**config.mk**
```make
export PLATFORM = sky130hd
export DESIGN_NAME = bad_div
export DESIGN_NICKNAME = d
export VERILOG_FILES = /design/src/hw/rtl/bad_pkg.sv /design/src/hw/rtl/bad_div.sv
export SDC_FILE = /design/constraint.sdc
export NUM_CORES = 1
export LEC_CHECK = 0
export BUFFER_PORTS_ARGS = -buffer_cell sky130_fd_sc_hd__buf_2
export CORE_MARGIN = 1.5
export CORE_UTILIZATION = 45
export CTS_CLUSTER_DIAMETER = 120
export DETAILED_ROUTE_END_ITERATION = 12
export PLACE_DENSITY = 0.65
export SLEW_MARGIN = 10
export SYNTH_ARGS = -nofsm -noshare
export SYNTH_HDL_FRONTEND = slang
export SYNTH_SLANG_ARGS = --single-unit
```
**constraint.sdc**
```tcl
create_clock -name clk -period 8.8 [get_ports clk]
set_input_delay 2.2 -clock clk [delete_from_list [all_inputs] [get_ports clk]]
set_output_delay 2.2 -clock clk [all_outputs]
set_load 0.005 [all_outputs]
```
**src/hw/rtl/bad_pkg.sv**
```systemverilog
// Shared types, constants and register codes of the block average downsampler.
package bad_pkg;

  localparam int DEF_MAX_WIDTH = 4096;
  localparam int DEF_MAX_CHUNK = 64;
  localparam int MAX_HEIGHT    = 4096;

  localparam int CFG_DATA_W = 13;
  localparam int CFG_IDX_W  = 2;
  localparam int DIM_W      = 13;
  localparam int CHUNK_W    = 7;
  localparam int COORD_W    = 12;
  localparam int COLOR_W    = 8;

  localparam logic [DIM_W-1:0]   RST_IMAGE_WIDTH  = 13'd640;
  localparam logic [DIM_W-1:0]   RST_IMAGE_HEIGHT = 13'd480;
  localparam logic [CHUNK_W-1:0] RST_TILE_SIDE    = 7'd8;

  typedef enum logic [CFG_IDX_W-1:0] {
    CFG_IMAGE_WIDTH  = 2'd0,
    CFG_IMAGE_HEIGHT = 2'd1,
    CFG_TILE_SIDE    = 2'd2
  } cfg_idx_t;

  typedef enum logic [2:0] {
    ST_CLEAR,
    ST_IDLE,
    ST_ACC,
    ST_DIV,
    ST_OUT
  } state_t;

  typedef struct packed {
    logic [COLOR_W-1:0] red;
    logic [COLOR_W-1:0] green;
    logic [COLOR_W-1:0] blue;
    logic               start_of_frame;
  } pixel_t;

  typedef struct packed {
    logic [COORD_W-1:0] chunk_col;
    logic [COORD_W-1:0] chunk_row;
    logic [COLOR_W-1:0] avg_red;
    logic [COLOR_W-1:0] avg_green;
    logic [COLOR_W-1:0] avg_blue;
    logic               last_of_frame;
  } result_t;

endpackage

```
**src/hw/rtl/bad_div.sv**
```systemverilog
// Iterative restoring divider, one quotient bit per cycle, three channels at once.
module bad_div import bad_pkg::*; #(
  parameter int SUM_W = 20,
  parameter int CNT_W = 14
) (
  input  logic               clk,
  input  logic               rst_n,
  input  logic               start,
  input  logic [SUM_W-1:0]   dividend [3],
  input  logic [CNT_W-1:0]   divisor,
  output logic               done,
  output logic [COLOR_W-1:0] quotient [3]
);

  localparam int IT_W = $clog2(SUM_W + 1);

  logic [SUM_W-1:0] num_r [3];
  logic [SUM_W-1:0] num_nxt [3];
  logic [CNT_W:0]   rem_r [3];
  logic [CNT_W:0]   rem_nxt [3];
  logic [CNT_W-1:0] den_r;
  logic [IT_W-1:0]  iter_r;
  logic             busy_r;
  logic             done_r;

  always_comb begin
    logic [CNT_W:0] trial;
    for (int c = 0; c < 3; c++) begin
      trial = {rem_r[c][CNT_W-1:0], num_r[c][SUM_W-1]};
      if (trial >= {1'b0, den_r}) begin
        rem_nxt[c] = trial - {1'b0, den_r};
        num_nxt[c] = {num_r[c][SUM_W-2:0], 1'b1};
      end else begin
        rem_nxt[c] = trial;
        num_nxt[c] = {num_r[c][SUM_W-2:0], 1'b0};
      end
    end
  end

  always_ff @(posedge clk) begin
    if (!rst_n) begin
      busy_r <= 1'b0;
      done_r <= 1'b0;
      iter_r <= '0;
    end else begin
      done_r <= 1'b0;
      if (start) begin
        busy_r <= 1'b1;
        iter_r <= '0;
      end else if (busy_r) begin
        if (iter_r == IT_W'(SUM_W - 1)) begin
          busy_r <= 1'b0;
          done_r <= 1'b1;
        end
        iter_r <= iter_r + 1'b1;
      end
    end
  end

  always_ff @(posedge clk) begin
    if (start) begin
      num_r <= dividend;
      den_r <= divisor;
      for (int c = 0; c < 3; c++) begin
        rem_r[c] <= '0;
      end
    end else if (busy_r) begin
      num_r <= num_nxt;
      rem_r <= rem_nxt;
    end
  end

  // After the last step the dividend register has become the quotient.
  assign done = done_r;
  always_comb begin
    for (int c = 0; c < 3; c++) begin
      quotient[c] = num_r[c][COLOR_W-1:0];
    end
  end

endmodule

```
==> metrics.md <==
| Metric | Value |
|---|---|
| Via Count | `5468` |
| Register-to-register path setup slack | `5.53 ns` |
| Synthesized area per cell | `10.7 sq um` |
| Placeable core region | `0.0159 sq mm` |
| P_sw | `423 uW` |
| H-tree levels | `4` |
| Normalized max-slew margin | `25.5%` |
| Top Family by Delay on Critical Path | `simple AND/OR/NAND/NOR gates` |
| Endpoint type of the worst setup path | `flip-flop` |
| Buffers & Inverters on Critical Path | `2` |
| Largest cells by area after synthesis | `sky130_fd_sc_hd__edfxtp_1 30%, sky130_fd_sc_hd__dfxtp_1 13%, sky130_fd_sc_hd__mux2_2 9.4%` |
| Top fanout value on the critical path | `33` |
| Final clock period utilization by the worst path | `43.2%` |
| Required time at the endpoint of the critical path | `9.08 ns` |
| FILL cells | `1414` |
| Worst IR drop on VDD | `0.111 mV` |
| Leakage | `3.38 nW` |
| Fmax achieved | `263 MHz` |
| Number of buffers inserted by port buffering | `101` |
| Total die area | `0.0170 sq mm` |
| Via count of the first global-routing pass | `5443` |
| Slowest cell on the critical path | `sky130_fd_sc_hd__nand2_1` |
| Unique masters post-synth | `69` |
| Number of ports placed on the die boundary | `102` |
| Primary flip-flop cell chosen by synthesis mapping | `sky130_fd_sc_hd__edfxtp_1` |
| Pre-CTS setup slack | `4.59 ns` |
| Setup repair after global routing missed its margin | `false` |
| Area of the mapped netlist | `0.00731 sq mm` |
| Utilization after layout | `53.1%` |
| Final Critical Period | `3.80 ns` |
| Synth area leader | `sky130_fd_sc_hd__edfxtp_1` |
| Cell with the most instances after synthesis | `sky130_fd_sc_hd__edfxtp_1` |
| Final setup skew | `0.0194 ns` |
| DR iter-0 viols | `280` |
| Total wire length | `16200 um` |
| Setup slack after layout | `5.00 ns` |
| Endpoint arrival time on the critical path | `4.08 ns` |
| Number of max-slew violations in the final report | `0` |
| CP peak stage delay | `0.71 ns` |
| Resized cells post-CTS | `0` |
| Final hold violation count | `0` |
| Yosys warning count | `0` |
| Seq cells post-synth | `123` |
| Sequential cell fraction of total power | `41.3%` |
| Post-CTS Setup Inserts | `0` |
| Global-route usage over all layers | `20.4%` |
| Outcome | `finished clean` |
| Global placer's final weighted congestion | `0.905` |
| Clock buffer depth | `2` |
| Cells after Synth | `683` |
| Insertion delay of the later-clocked pin in the worst-skew pair | `0.42 ns` |
| Slew of the pin with the lowest slew margin | `1.12 ns` |
| Global Route met2 Usage | `34.7%` |
| Final setup violation count | `0` |
| Total internal power | `1.23 mW` |
| Horiz. Die Dim | `130 um` |
| Area share of the leading cell type in the synthesized netlist | `30.4%` |
| Die outline height | `130 um` |
| Share of cells above drive strength 1 | `28.1%` |
| Worst Setup Start Kind | `input port` |
| Global routing usage on met3 | `4.68%` |
| Hpwl dp | `11800 um` |
| Global-route wire length before repair | `26700 um` |
| Total power per unit cell area | `197 mW/mm^2` |
| Portion of total power attributed to the clock network | `42.2%` |
| Average wire per cell in the routed design | `16.4 um` |
| Count of unresolved DRC violations after routing | `0` |
| Clk Tree Root Cell | `sky130_fd_sc_hd__clkbuf_16` |
| Post-detailed-route via-to-cell ratio | `5.53` |
| Remaining number of nets flagged by the antenna check after routing | `0` |
| Power, Total | `1.66 mW` |
| Pin count of the biggest net entering global routing | `63` |
| Number of violations of the max-capacitance limit | `0` |
| Critical path, cell by cell | `buf_4 -> inv_1 -> nand2_1 -> nor4b_1 -> or3b_1` |
| Post-synth EDFFs | `74` |
| Initial antenna violation count | `0` |
| Type of the most critical hold path | `flip-flop to flip-flop` |
| Comb pwr share | `16.5%` |
| Clk sink count | `123` |
| Clk slew on worst S/H paths | `0.06 ns` |
| Clock tree from TritonCTS | `yes` |
| Post-synthesis to final-layout area growth | `15.4%` |
| Number of core rows | `46` |
| Number of buffers created by CTS | `17` |
| Synthesized net count | `806` |
| Initial core utilization | `46.0%` |
| Grt ovf | `0` |
| Diodes inserted | `0` |
| Proportion of register bits with asynchronous set or reset after synthesis | `0%` |
| Share of synthesized area occupied by flip-flops and latches | `43.8%` |
| Sum Neg Setup Slack | `0 ns` |
| Length of the first detailed-routing pass in iterations | `5` |
| Quantity of hold-fixing buffers added after cts | `0` |
| Final nets | `883` |
| Fraction of power spent switching nets | `25.5%` |
| Global routing's busiest layer | `met2` |
| Startpoint-to-endpoint class of the critical path | `input port to flip-flop` |
| Met1 usage in global routing | `24.8%` |
| Commonest cells post-synth | `74 x sky130_fd_sc_hd__edfxtp_1, 61 x sky130_fd_sc_hd__mux2_2, 49 x sky130_fd_sc_hd__dfxtp_1, 49 x sky130_fd_sc_hd__nand2_1, 44 x sky130_fd_sc_hd__nor2_1` |
==> worst paths after layout <==
path	end	from	cells past startpoint
setup / recovery	rem_r[24]	start	5
hold / removal	rem_r[37]	rem_r[37]	2
setup reg to reg	rem_r[0]	den_r[1]	9
hold reg to reg	rem_r[37]	rem_r[37]	2
==> flip-flops by register name (all words and copies together), names as in the netlist <==
name      cells
iter_r        5
done          1
den_r        14
busy_r        1
quotient     24
rem_r        42
num_r        36
==> per-stage QoR <==
step,area [sq um],cells,hold slack [ns]
finish,8440,989,0.469
global route,8440,989,0.489
CTS,8440,989,0.472
detailed placement,7840,957,0.466
global placement,7840,957,0.455
floorplan,7310,683,0.436
==> power by group through the flow <==
stage	sequential, mW	clock, mW	combinational, mW
after floorplan	0.689	0	0.215
after global placement	0.696	0	0.263
after detailed placement	0.697	0	0.272
after CTS	0.686	0.714	0.274
after global routing	0.690	0.736	0.304
final	0.685	0.700	0.274
==> layer usage <==
metal	up-vias	share of wire [%]
met5	-	0
met3	32	4.8
met4	0	2.2
met2	152	49
met1	2624	44
li1	2660	-
==> cell usage in the layout, fill, tap and decap left out, types with 4 or more instances in the layout <==
cell type / instances
sky130_fd_sc_hd__buf_2: 100
sky130_fd_sc_hd__edfxtp_1: 74
sky130_fd_sc_hd__mux2_2: 61
sky130_fd_sc_hd__nand2_1: 49
sky130_fd_sc_hd__dfxtp_1: 49
sky130_fd_sc_hd__nor2_1: 44
sky130_fd_sc_hd__ha_1: 43
sky130_fd_sc_hd__a21oi_1: 35
sky130_fd_sc_hd__inv_1: 30
sky130_fd_sc_hd__mux2i_1: 30
sky130_fd_sc_hd__o21ai_1: 24
sky130_fd_sc_hd__xnor2_1: 23
sky130_fd_sc_hd__clkbuf_16: 17
sky130_fd_sc_hd__o21ai_0: 16
sky130_fd_sc_hd__nand4_1: 12
sky130_fd_sc_hd__a211oi_1: 10
sky130_fd_sc_hd__xor2_1: 9
sky130_fd_sc_hd__nor2b_1: 8
sky130_fd_sc_hd__a21o_1: 8
sky130_fd_sc_hd__nand2b_1: 8
sky130_fd_sc_hd__nor3_1: 8
sky130_fd_sc_hd__o211ai_1: 7
sky130_fd_sc_hd__o21a_1: 7
sky130_fd_sc_hd__buf_4: 7
sky130_fd_sc_hd__nand3_1: 5
sky130_fd_sc_hd__o31ai_1: 5
sky130_fd_sc_hd__nand3b_1: 4
sky130_fd_sc_hd__a31oi_1: 4
sky130_fd_sc_hd__clkinv_2: 4
sky130_fd_sc_hd__clkinv_4: 4
==> layout make-up <==
class / count / area (sq um) / share of cell area, %
multi-input cells: 480 / 3700 / 43.8
flip-flops and latches: 123 / 3200 / 38.0
repair buffers: 107 / 553 / 6.55
clock buffers: 18 / 429 / 5.09
well taps: 216 / 270 / 3.20
clock inverters: 14 / 170 / 2.02
inverters: 31 / 116 / 1.38
==> worst register-to-register path, delay by kind of cell (launching register included) <==
| family | cells | cell delay (ns) |
|---|---|---|
| and+or+nand+nor | 1 | 0.21 |
| buffers and inverters | 1 | 0.15 |
| AOI/OAI and AO/OA | 5 | 1.62 |
| muxes | 1 | 0.40 |
| DFF | 1 | 0.47 |
| adders and majority gates | 1 | 0.32 |
==> cells by family (layout without fill, tap and decap cells) <==
family	count (synthesis)	after routing	synth area share [%]
simple gates	161	161	11.2
compound gates	148	148	13.4
flops	123	123	43.8
mux	93	93	13.9
buf+inv	80	170	5.68
fa+ha+maj	46	46	8.18
xor+xnor	32	32	3.83
Power figures use the tool's default switching activity.
