[src/hw/rtl/bad_ram.sv]
// Generic single-write, single-read RAM with a registered read port.
module bad_ram #(
  parameter int WIDTH = 8,
  parameter int DEPTH = 16
) (
  input  logic                     clk,
  input  logic                     we,
  input  logic [$clog2(DEPTH)-1:0] waddr,
  input  logic [WIDTH-1:0]         wdata,
  input  logic [$clog2(DEPTH)-1:0] raddr,
  output logic [WIDTH-1:0]         rdata
);

  logic [WIDTH-1:0] mem [DEPTH];

  always_ff @(posedge clk) begin
    if (we) begin
      mem[waddr] <= wdata;
    end
    rdata <= mem[raddr];
  end

endmodule

[config.mk]
export PLATFORM = sky130hd
export DESIGN_NAME = bad_ram
export DESIGN_NICKNAME = d
export VERILOG_FILES = /design/src/hw/rtl/bad_ram.sv
export SDC_FILE = /design/constraint.sdc
export NUM_CORES = 1
export LEC_CHECK = 0
export ABC_AREA = 1
export BUFFER_PORTS_ARGS = -buffer_cell sky130_fd_sc_hd__buf_2
export CAP_MARGIN = 5
export CORE_MARGIN = 2
export CORE_UTILIZATION = 25
export DETAILED_ROUTE_END_ITERATION = 7
export PLACE_DENSITY = 0.45
export SLEW_MARGIN = 40
export SYNTH_ARGS = -nofsm -noshare
export SYNTH_HDL_FRONTEND = slang
export SYNTH_SLANG_ARGS = --single-unit
export TNS_END_PERCENT = 30
[constraint.sdc]
create_clock -name clk -period 1.2 [get_ports clk]
set_input_delay 0 -clock clk [delete_from_list [all_inputs] [get_ports clk]]
set_output_delay 0 -clock clk [all_outputs]
set_load 0.05 [all_outputs]
==> reports/results.tsv, run 1 <==
stage	metric	value	unit
worst_setup_path	worst path required time	1.20	ns
sta	Hold Violations, Final	0	
logic_synthesis	Post-Syn Nets	569	
cts	Post-CTS Setup Bufs	0	
routing	vias per cell	4.23	
sta	hold_ws	0.00795	ns
sta	Final WS setup	0.131	ns
placed_design	IO Port Bufs	25	
sta	RSZ-0062 raised after global routing	false	
hold_path	hold path startpoint	raddr[2]	
outcome	outcome	complete, no violations	
logic_synthesis	largest area contributor in the netlist	edfxtp_1	
worst_setup_path	CP max-delay cell	dfxtp_1	
pwr	internal power	8.51	mW
finish	register area	0.00400	sq mm
global_routing	largest net degree at the start of global routing	49	
pwr	static leakage	2.94	nW
pwr	switching pwr	2.49	mW
routing	Total Routed Length	14400	um
worst_setup_path	Reg2Reg Setup Slack	0.16	ns
logic_synthesis	top cells by area, synth	edfxtp_1 67%, nand2_1 11%, nand3_1 8.4%, inv_1 6.5%, dfxtp_1 2.8%	
pwr	switch share	22.6	%
global_routing	remaining global-route overflow	0	
routing	Vias	3794	
routing	antenna viol nets, final	0	
pwr	PD cells	1600	mW/mm^2
die	FP Rows	55	
logic_synthesis	syn_area_per_cell	10.5	sq um
die	initial core utilization	25.5	%
pwr	worst vdd ir	0.000823	V
worst_setup_path	CP max stage delay	0.37	ns
worst_setup_path	crit path DAT	1.07	ns
hold_path	Hold Path Sink	rdata[3]	
worst_setup_path	CP Buf/Inv Count	1	
global_routing	vias in the first global route	3884	
worst_setup_path	CP Class	reg2out	
worst_setup_path	worst r2r path cells	6	
sta	final clock skew	0.00457	ns
sta	Final period util	89.1	%
finish	post-route cell area	0.00689	sq mm
logic_synthesis	Synth Register Bits	136	
logic_synthesis	top post-synthesis cells by count	173 x nand2_1, 128 x edfxtp_1, 100 x inv_1	
logic_synthesis	most common cell in the netlist	nand2_1	
finish	Fill cells	2302	
die	Die X-Extent	156	um
logic_synthesis	synthesized area	0.00577	sq mm
placed_design	detailed-placement wirelength estimate	9400	um
cts	CTS root buf	clkbuf_16	
cts	clk buf depth	2	
global_routing	initial antenna violation count	0	
global_routing	first-pass GRT wire length	22400	um
die	Die Y	156	um
worst_setup_path	delay-heaviest family, CP	flip-flops	
logic_synthesis	Syn Inst Count	551	
finish	Area Overhead vs Synth	19.4	%
cts	H-tree Lvls	4	
cts	Reg clk slew, reported paths	0.06	ns
cts	CTS tree	built	
hold_path	WHS Path Cells	4	
cts	CTS Sinks	136	
sta	Final Setup Violations	0	
placed_design	RD Place Congestion	0.821	
logic_synthesis	ys flop type	edfxtp_1	
sta	Max Fclk	935	MHz
sta	setup TNS	0	ns
worst_setup_path	worst r2r src	mem[1][3]	
cts	post-cts resize count	0	
worst_setup_path	Crit Reg-Reg Endpoint	rdata[3]	
sta	Worst-Margin Slew	0.447	ns
logic_synthesis	Synth top area share	66.7	%
cts	hold buffers post-CTS	0	
placed_design	area post-placement	0.00634	sq mm
logic_synthesis	Seq/Total Area, Yosys	69.4	%
pwr	combinational power share	7.2	%
logic_synthesis	asr flop ratio synth	0	%
placed_design	worst slack at placement	0.0532	ns
finish	diode count	0	
worst_setup_path	Critical Path End Type	output pin	
cts	CTS Buf Count	17	
worst_setup_path	worst path cell trace	buf_2	
worst_setup_path	crit path launch type	register	
finish	nets	617	
logic_synthesis	EDFF count, synth	128	
sta	Slew headroom	70.2	%
die	io pins	26	
routing	1st-pass router iterations	4	
logic_synthesis	Synth Warn #	0	
routing	DR WL/cell	16.0	um
sta	Slew Limit Fails	0	
die	core area	0.0226	sq mm
pwr	Clk pwr share	44.2	%
cts	worst skew pair latency	0.42	ns
hold_path	Hold Path Class	in2reg	
routing	number of DRC markers in iteration 0	276	
worst_setup_path	crit path max fanout	1	
finish	layout cell share with drive strength beyond 1	12.9	%
sta	Final min period	1.07	ns
finish	fin util	30.4	%
logic_synthesis	Yosys cell types	12	
routing	DRC Markers	0	
die	die area	0.0243	sq mm
pwr	Seq pwr share	48.6	%
finish	area of the multi-input gates	0.00121	sq mm
global_routing	GRT Overall Usage	12.7	%
job	max-cap violations	0	
[layer usage]
layer / track usage, % / vias up / wire, um
li1: - / 1867 / -
met1: 16.8 / 1836 / 6660
met2: 20.7 / 74 / 6780
met3: 3.11 / 17 / 670
met4: 3.98 / 0 / 255
met5: 0 / - / 0
[worst register-to-register path, cell delays in order (launching register included)]
cell,delay [ns]
edfxtp_1,0.36
inv_1,0.06
nand2_1,0.05
nand3_1,0.10
nand3_1,0.13
nand3_1,0.17
nand2_1,0.07
[cell type report]
class,count,share of cell area [%]
clock buffer,18,6.23
clock inverter,14,1.65
inverter,102,5.56
multi-input combinational,289,17.6
sequential,136,58.2
tap,285,5.18
timing repair buffer,53,5.60
[per-stage QoR]
step	cells	power [mW]
floorplan	551	5.92
global placement	865	6.25
detailed placement	865	6.26
CTS	897	11.1
global route	897	11.4
finish	897	11.0
[power groups by stage]
stage          sequential (mW)  clock (mW)  combinational (mW)
2_1_floorplan             5.54           0               0.375
3_3_place_gp              5.44           0               0.808
3_5_place_dp              5.45           0               0.812
4_1_cts                   5.35        4.94               0.815
5_1_grt                   5.35        5.17               0.887
6_report                  5.34        4.86               0.796
[cell families (layout without fill, tap and decap cells)]
family | Yosys count | count (layout) | synth area share, %
buffers and inverters | 126 | 187 | 9.52
AND/OR/NAND/NOR | 289 | 289 | 21.0
flip-flops | 136 | 136 | 69.4
[registers in the layout (all words and copies together) (netlist names)]
name	count
rdata	8
mem	128
[cell usage in the layout, fill, tap and decap left out]
master	count
buf_12	4
buf_2	25
buf_4	24
bufinv_16	2
clkbuf_1	1
clkbuf_16	17
clkinv_1	7
clkinv_2	4
clkinvlp_4	1
dfxtp_1	8
edfxtp_1	128
inv_1	100
inv_2	2
nand2_1	173
nand3_1	97
nand3b_1	2
nor2_1	17
[worst max path at each step]
stage	startpoint	endpoint	slack (ns)	cells after the start
floorplan	waddr[2]	mem[10][0]	0.25	2
global placement	raddr[1]	rdata[3]	0.07	7
detailed placement	raddr[1]	rdata[3]	0.05	7
CTS	rdata[5]	rdata[5]	0.11	1
global route	mem[1][3]	rdata[3]	0.05	6
finish	rdata[5]	rdata[5]	0.13	1
Note: power is estimated with default switching activity, not from simulation.
==> inputs of run 2 (changes only) <==
--- a/config.mk
+++ b/config.mk
@@ -12,6 +12,7 @@
 export CORE_UTILIZATION = 25
 export DETAILED_ROUTE_END_ITERATION = 7
 export PLACE_DENSITY = 0.45
+export RECOVER_POWER = 25
 export SLEW_MARGIN = 40
 export SYNTH_ARGS = -nofsm -noshare
 export SYNTH_HDL_FRONTEND = slang
==> run 2 against run 1 <==
  * Sequential share of layout area up 0.063 points
  * Clock skew barely moved
  * Total power hardly changed
  * Critical path type unchanged
  * Largest cell class unchanged
  * Highest routed layer unchanged
==> reports/results.tsv, run 2 (same netlist as run 1, synthesis figures left out) <==
stage	metric	value	unit
global_routing	initial antenna violation count	0	
placed_design	RD Place Congestion	0.821	
global_routing	vias in the first global route	3884	
sta	Final WS setup	0.131	ns
worst_setup_path	CP max-delay cell	dfxtp_1	
die	FP Rows	55	
worst_setup_path	CP Class	reg2out	
placed_design	worst slack at placement	0.0532	ns
finish	non-filler instance count after layout	897	
worst_setup_path	worst r2r path cells	6	
global_routing	first-pass GRT wire length	22400	um
worst_setup_path	worst path required time	1.20	ns
finish	fin util	30.4	%
routing	antenna viol nets, final	0	
die	io pins	26	
cts	Post-CTS Setup Bufs	0	
cts	CTS Buf Count	17	
worst_setup_path	delay-heaviest family, CP	flip-flops	
routing	1st-pass router iterations	4	
sta	final clock skew	0.00457	ns
finish	highest-count cells in the layout ignoring fill and taps	173 x nand2_1, 128 x edfxtp_1, 100 x inv_1	
die	core area	0.0226	sq mm
die	Die Y	156	um
pwr	static leakage	2.93	nW
global_routing	remaining global-route overflow	0	
sta	Max Fclk	936	MHz
cts	H-tree Lvls	4	
placed_design	detailed-placement wirelength estimate	9400	um
worst_setup_path	crit path DAT	1.07	ns
cts	CTS root buf	clkbuf_16	
die	die area	0.0243	sq mm
worst_setup_path	worst path cell trace	buf_2	
worst_setup_path	CP Buf/Inv Count	1	
finish	commonest non-fill, non-tap cell in the layout	nand2_1	
job	max-cap violations	0	
cts	post-cts resize count	0	
placed_design	IO Port Bufs	25	
finish	Fill cells	2302	
sta	setup TNS	0	ns
sta	RSZ-0062 raised after global routing	false	
routing	Vias	3794	
pwr	worst vdd ir	0.000823	V
global_routing	GRT Overall Usage	12.7	%
hold_path	Hold Path Class	in2reg	
worst_setup_path	worst setup path start	rdata[5]	
worst_setup_path	worst r2r src	mem[1][3]	
routing	number of DRC markers in iteration 0	276	
sta	Worst-Margin Slew	0.944	ns
sta	Slew headroom	37.1	%
routing	DRC Markers	0	
sta	Final Setup Violations	0	
sta	Final period util	89.1	%
cts	hold buffers post-CTS	0	
sta	Final min period	1.07	ns
worst_setup_path	CP max stage delay	0.37	ns
finish	Most flops, register	mem	
die	Die X-Extent	156	um
routing	Total Routed Length	14400	um
hold_path	WHS Path Cells	4	
hold_path	hold path startpoint	raddr[2]	
sta	Hold Violations, Final	0	
placed_design	placed cell count	865	
worst_setup_path	crit path launch type	register	
finish	Area Overhead vs Synth	19.3	%
finish	layout cell share with drive strength beyond 1	11.9	%
sta	hold_ws	0.00806	ns
routing	DR WL/cell	16.0	um
cts	worst skew pair latency	0.42	ns
worst_setup_path	number of cells on the critical path	1	
placed_design	area post-placement	0.00634	sq mm
cts	CTS tree	built	
cts	CTS Sinks	136	
worst_setup_path	crit path max fanout	1	
sta	Slew Limit Fails	0	
cts	Reg clk slew, reported paths	0.06	ns
finish	Top Registers	mem: 128 flops, rdata: 8 flops	
die	initial core utilization	25.5	%
worst_setup_path	Critical Path End Type	output pin	
global_routing	largest net degree at the start of global routing	49	
cts	clk buf depth	2	
finish	post-route cell area	0.00688	sq mm
finish	max reg flops	128	
outcome	outcome	complete, no violations	
finish	diode count	0	
pwr	PD cells	1600	mW/mm^2
finish	nets	617	
pwr	Pwr Total	11.0	mW
routing	vias per cell	4.23	
run 2: layout make-up:
| cell class | count | area, sq um | share of cell area [%] |
|---|---|---|---|
| flip-flops and latches | 136 | 4000 | 58.2 |
| clock inverters | 14 | 114 | 1.66 |
| multi-input cells | 289 | 1210 | 17.6 |
| repair buffers | 53 | 378 | 5.49 |
| well taps | 285 | 357 | 5.18 |
| clock buffers | 18 | 429 | 6.24 |
| inverters | 102 | 383 | 5.57 |
run 2: path summary, 6_finish.rpt:
path              endpoint  slack [ns]
setup / recovery  rdata[5]        0.13
hold / removal    rdata[3]       0.008
setup reg to reg  rdata[3]        0.16
hold reg to reg   rdata[5]        0.67
run 2: routing by layer:
| layer | track usage [%] | routed length [um] | vias to the layer above |
|---|---|---|---|
| li1 | - | - | 1866 |
| met3 | 3.11 | 671 | 17 |
| met1 | 16.8 | 6660 | 1837 |
| met2 | 20.7 | 6770 | 74 |
| met5 | 0 | 0 | - |
| met4 | 3.98 | 255 | 0 |
run 2: report_power, final:
group,internal (mW),switching [mW]
Sequential,5.31,0.0330
Clock,2.98,1.88
Combinational,0.215,0.577
==> inputs of run 3 (changes only) <==
--- a/config.mk
+++ b/config.mk
@@ -9,9 +9,9 @@
 export BUFFER_PORTS_ARGS = -buffer_cell sky130_fd_sc_hd__buf_2
 export CAP_MARGIN = 5
 export CORE_MARGIN = 2
-export CORE_UTILIZATION = 25
+export CORE_UTILIZATION = 55
 export DETAILED_ROUTE_END_ITERATION = 7
-export PLACE_DENSITY = 0.45
+export PLACE_DENSITY = 0.78
 export RECOVER_POWER = 25
 export SLEW_MARGIN = 40
 export SYNTH_ARGS = -nofsm -noshare
==> constraint.sdc (replaced) <==
create_clock -name clk -period 1.2 [get_ports clk]
set_input_delay 0 -clock clk [delete_from_list [all_inputs] [get_ports clk]]
set_output_delay 0 -clock clk [all_outputs]
set_load 0.02 [all_outputs]
==> run 3 against run 2 <==
  * Wire length down 9.6%
  * Flip-flop and latch count unchanged
  * Worst setup slack better by 0.0032 ns
  * Via count up 6.8%
  * Sequential power about the same
  * Die area down 53%
  * Global-route usage up 12 points
  * Cell count down 15%
  * Critical path type unchanged
  * Largest power group unchanged
==> reports/results.tsv, run 3 (same netlist as run 1, synthesis figures left out) <==
stage	metric	value	unit
finish	Most flops, register	mem	
global_routing	GRT Overall Usage	24.4	%
sta	RSZ-0062 raised after global routing	false	
routing	vias per cell	5.35	
routing	Total Routed Length	13000	um
cts	hold buffers post-CTS	11	
worst_setup_path	worst path required time	1.20	ns
cts	CTS Buf Count	17	
cts	clk buf depth	2	
worst_setup_path	number of cells on the critical path	1	
worst_setup_path	crit path max fanout	1	
finish	layout cell share with drive strength beyond 1	11.7	%
worst_setup_path	worst r2r path cells	6	
worst_setup_path	crit path DAT	1.07	ns
worst_setup_path	Critical Path End Type	output pin	
routing	1st-pass router iterations	5	
outcome	outcome	complete, no violations	
die	die area	0.0113	sq mm
die	initial core utilization	56.4	%
cts	CTS Sinks	136	
finish	nets	627	
job	max-cap violations	0	
routing	DR WL/cell	17.1	um
die	core area	0.0102	sq mm
worst_setup_path	delay-heaviest family, CP	flip-flops	
sta	Final Setup Violations	0	
worst_setup_path	CP Buf/Inv Count	1	
worst_setup_path	worst path cell trace	buf_2	
routing	number of DRC markers in iteration 0	400	
finish	Top Registers	mem: 128 flops, rdata: 8 flops	
pwr	static leakage	2.95	nW
cts	CTS tree	built	
routing	antenna viol nets, final	0	
finish	Fill cells	755	
finish	highest-count cells in the layout ignoring fill and taps	173 x nand2_1, 128 x edfxtp_1, 100 x inv_1	
worst_setup_path	CP max-delay cell	dfxtp_1	
routing	met2 wire length	6760	um
die	Die X-Extent	106	um
cts	H-tree Lvls	4	
worst_setup_path	CP max stage delay	0.37	ns
routing	Vias	4052	
sta	setup TNS	0	ns
die	FP Rows	37	
routing	metal3 WL	1060	um
finish	Area Overhead vs Synth	18.5	%
global_routing	initial antenna violation count	0	
routing	Max Used Layer	met4	
cts	worst skew pair latency	0.51	ns
cts	Post-CTS Setup Bufs	0	
cts	Reg clk slew, reported paths	0.06	ns
sta	Hold Violations, Final	0	
hold_path	Hold Path Class	in2reg	
placed_design	detailed-placement wirelength estimate	7760	um
placed_design	IO Port Bufs	25	
worst_setup_path	CP Class	reg2out	
pwr	Pwr Total	11.4	mW
global_routing	largest net degree at the start of global routing	33	
pwr	worst vdd ir	0.00103	V
sta	Final WS setup	0.134	ns
routing	met1 WL	4960	um
routing	DRC Markers	0	
global_routing	first-pass GRT wire length	20100	um
global_routing	remaining global-route overflow	0	
cts	CTS root buf	clkbuf_8	
pwr	PD cells	1670	mW/mm^2
sta	Slew Limit Fails	0	
sta	Max Fclk	938	MHz
cts	post-cts resize count	0	
die	Die Y	106	um
sta	Slew headroom	64.4	%
placed_design	RD Place Congestion	0.857	
worst_setup_path	crit path launch type	register	
sta	Final min period	1.07	ns
global_routing	vias in the first global route	3919	
placed_design	worst slack at placement	0.101	ns
finish	max reg flops	128	
die	io pins	26	
hold_path	WHS Path Cells	4	
sta	Final period util	88.8	%
finish	diode count	0	
finish	commonest non-fill, non-tap cell in the layout	nand2_1	
sta	Worst-Margin Slew	0.534	ns
sta	final clock skew	0.00988	ns
==> run 3: final cells by class <==
type | count | area (sq um) | area share (%)
clock buffers | 17 | 414 | 6.06
clock inverters | 15 | 203 | 2.97
inverters | 102 | 383 | 5.60
multi-input cells | 289 | 1210 | 17.8
flip-flops and latches | 136 | 4000 | 58.6
well taps | 136 | 170 | 2.49
repair buffers | 63 | 447 | 6.54
==> run 3: worst paths after layout <==
check / startpoint / to / slack, ns
worst max-delay path: rdata[1] / rdata[1] / 0.13
worst min-delay path: we / mem[1][3] / 0.13
worst max register to register: mem[13][2] / rdata[2] / 0.17
worst min register to register: mem[3][0] / rdata[0] / 0.68
==> run 3: report_power, final <==
part | internal (mW) | total, mW | switching [mW]
clock network | 3.38 | 5.32 | 1.94
registers | 5.31 | 5.34 | 0.0339
logic | 0.232 | 0.733 | 0.501
==> run 3: through the flow <==
| stage | hold slack, ns | util (%) | cells | area (sq um) |
|---|---|---|---|---|
| 2_1_floorplan | 0.0989 | - | 551 | 5770 |
| 3_3_place_gp | 0.376 | 60.1 | 715 | 6150 |
| 3_5_place_dp | 0.393 | 60.1 | 715 | 6150 |
| 4_1_cts | 0.109 | 67.2 | 758 | 6880 |
| 5_1_grt | 0.136 | 66.8 | 758 | 6830 |
| 6_report | 0.127 | 66.8 | 758 | 6830 |
==> run 3: routing by layer <==
metal,GRT usage [%],vias up
li1,-,1888
met1,30.3,1936
met2,42.7,205
met3,4.78,23
met4,8.55,0
met5,0,-
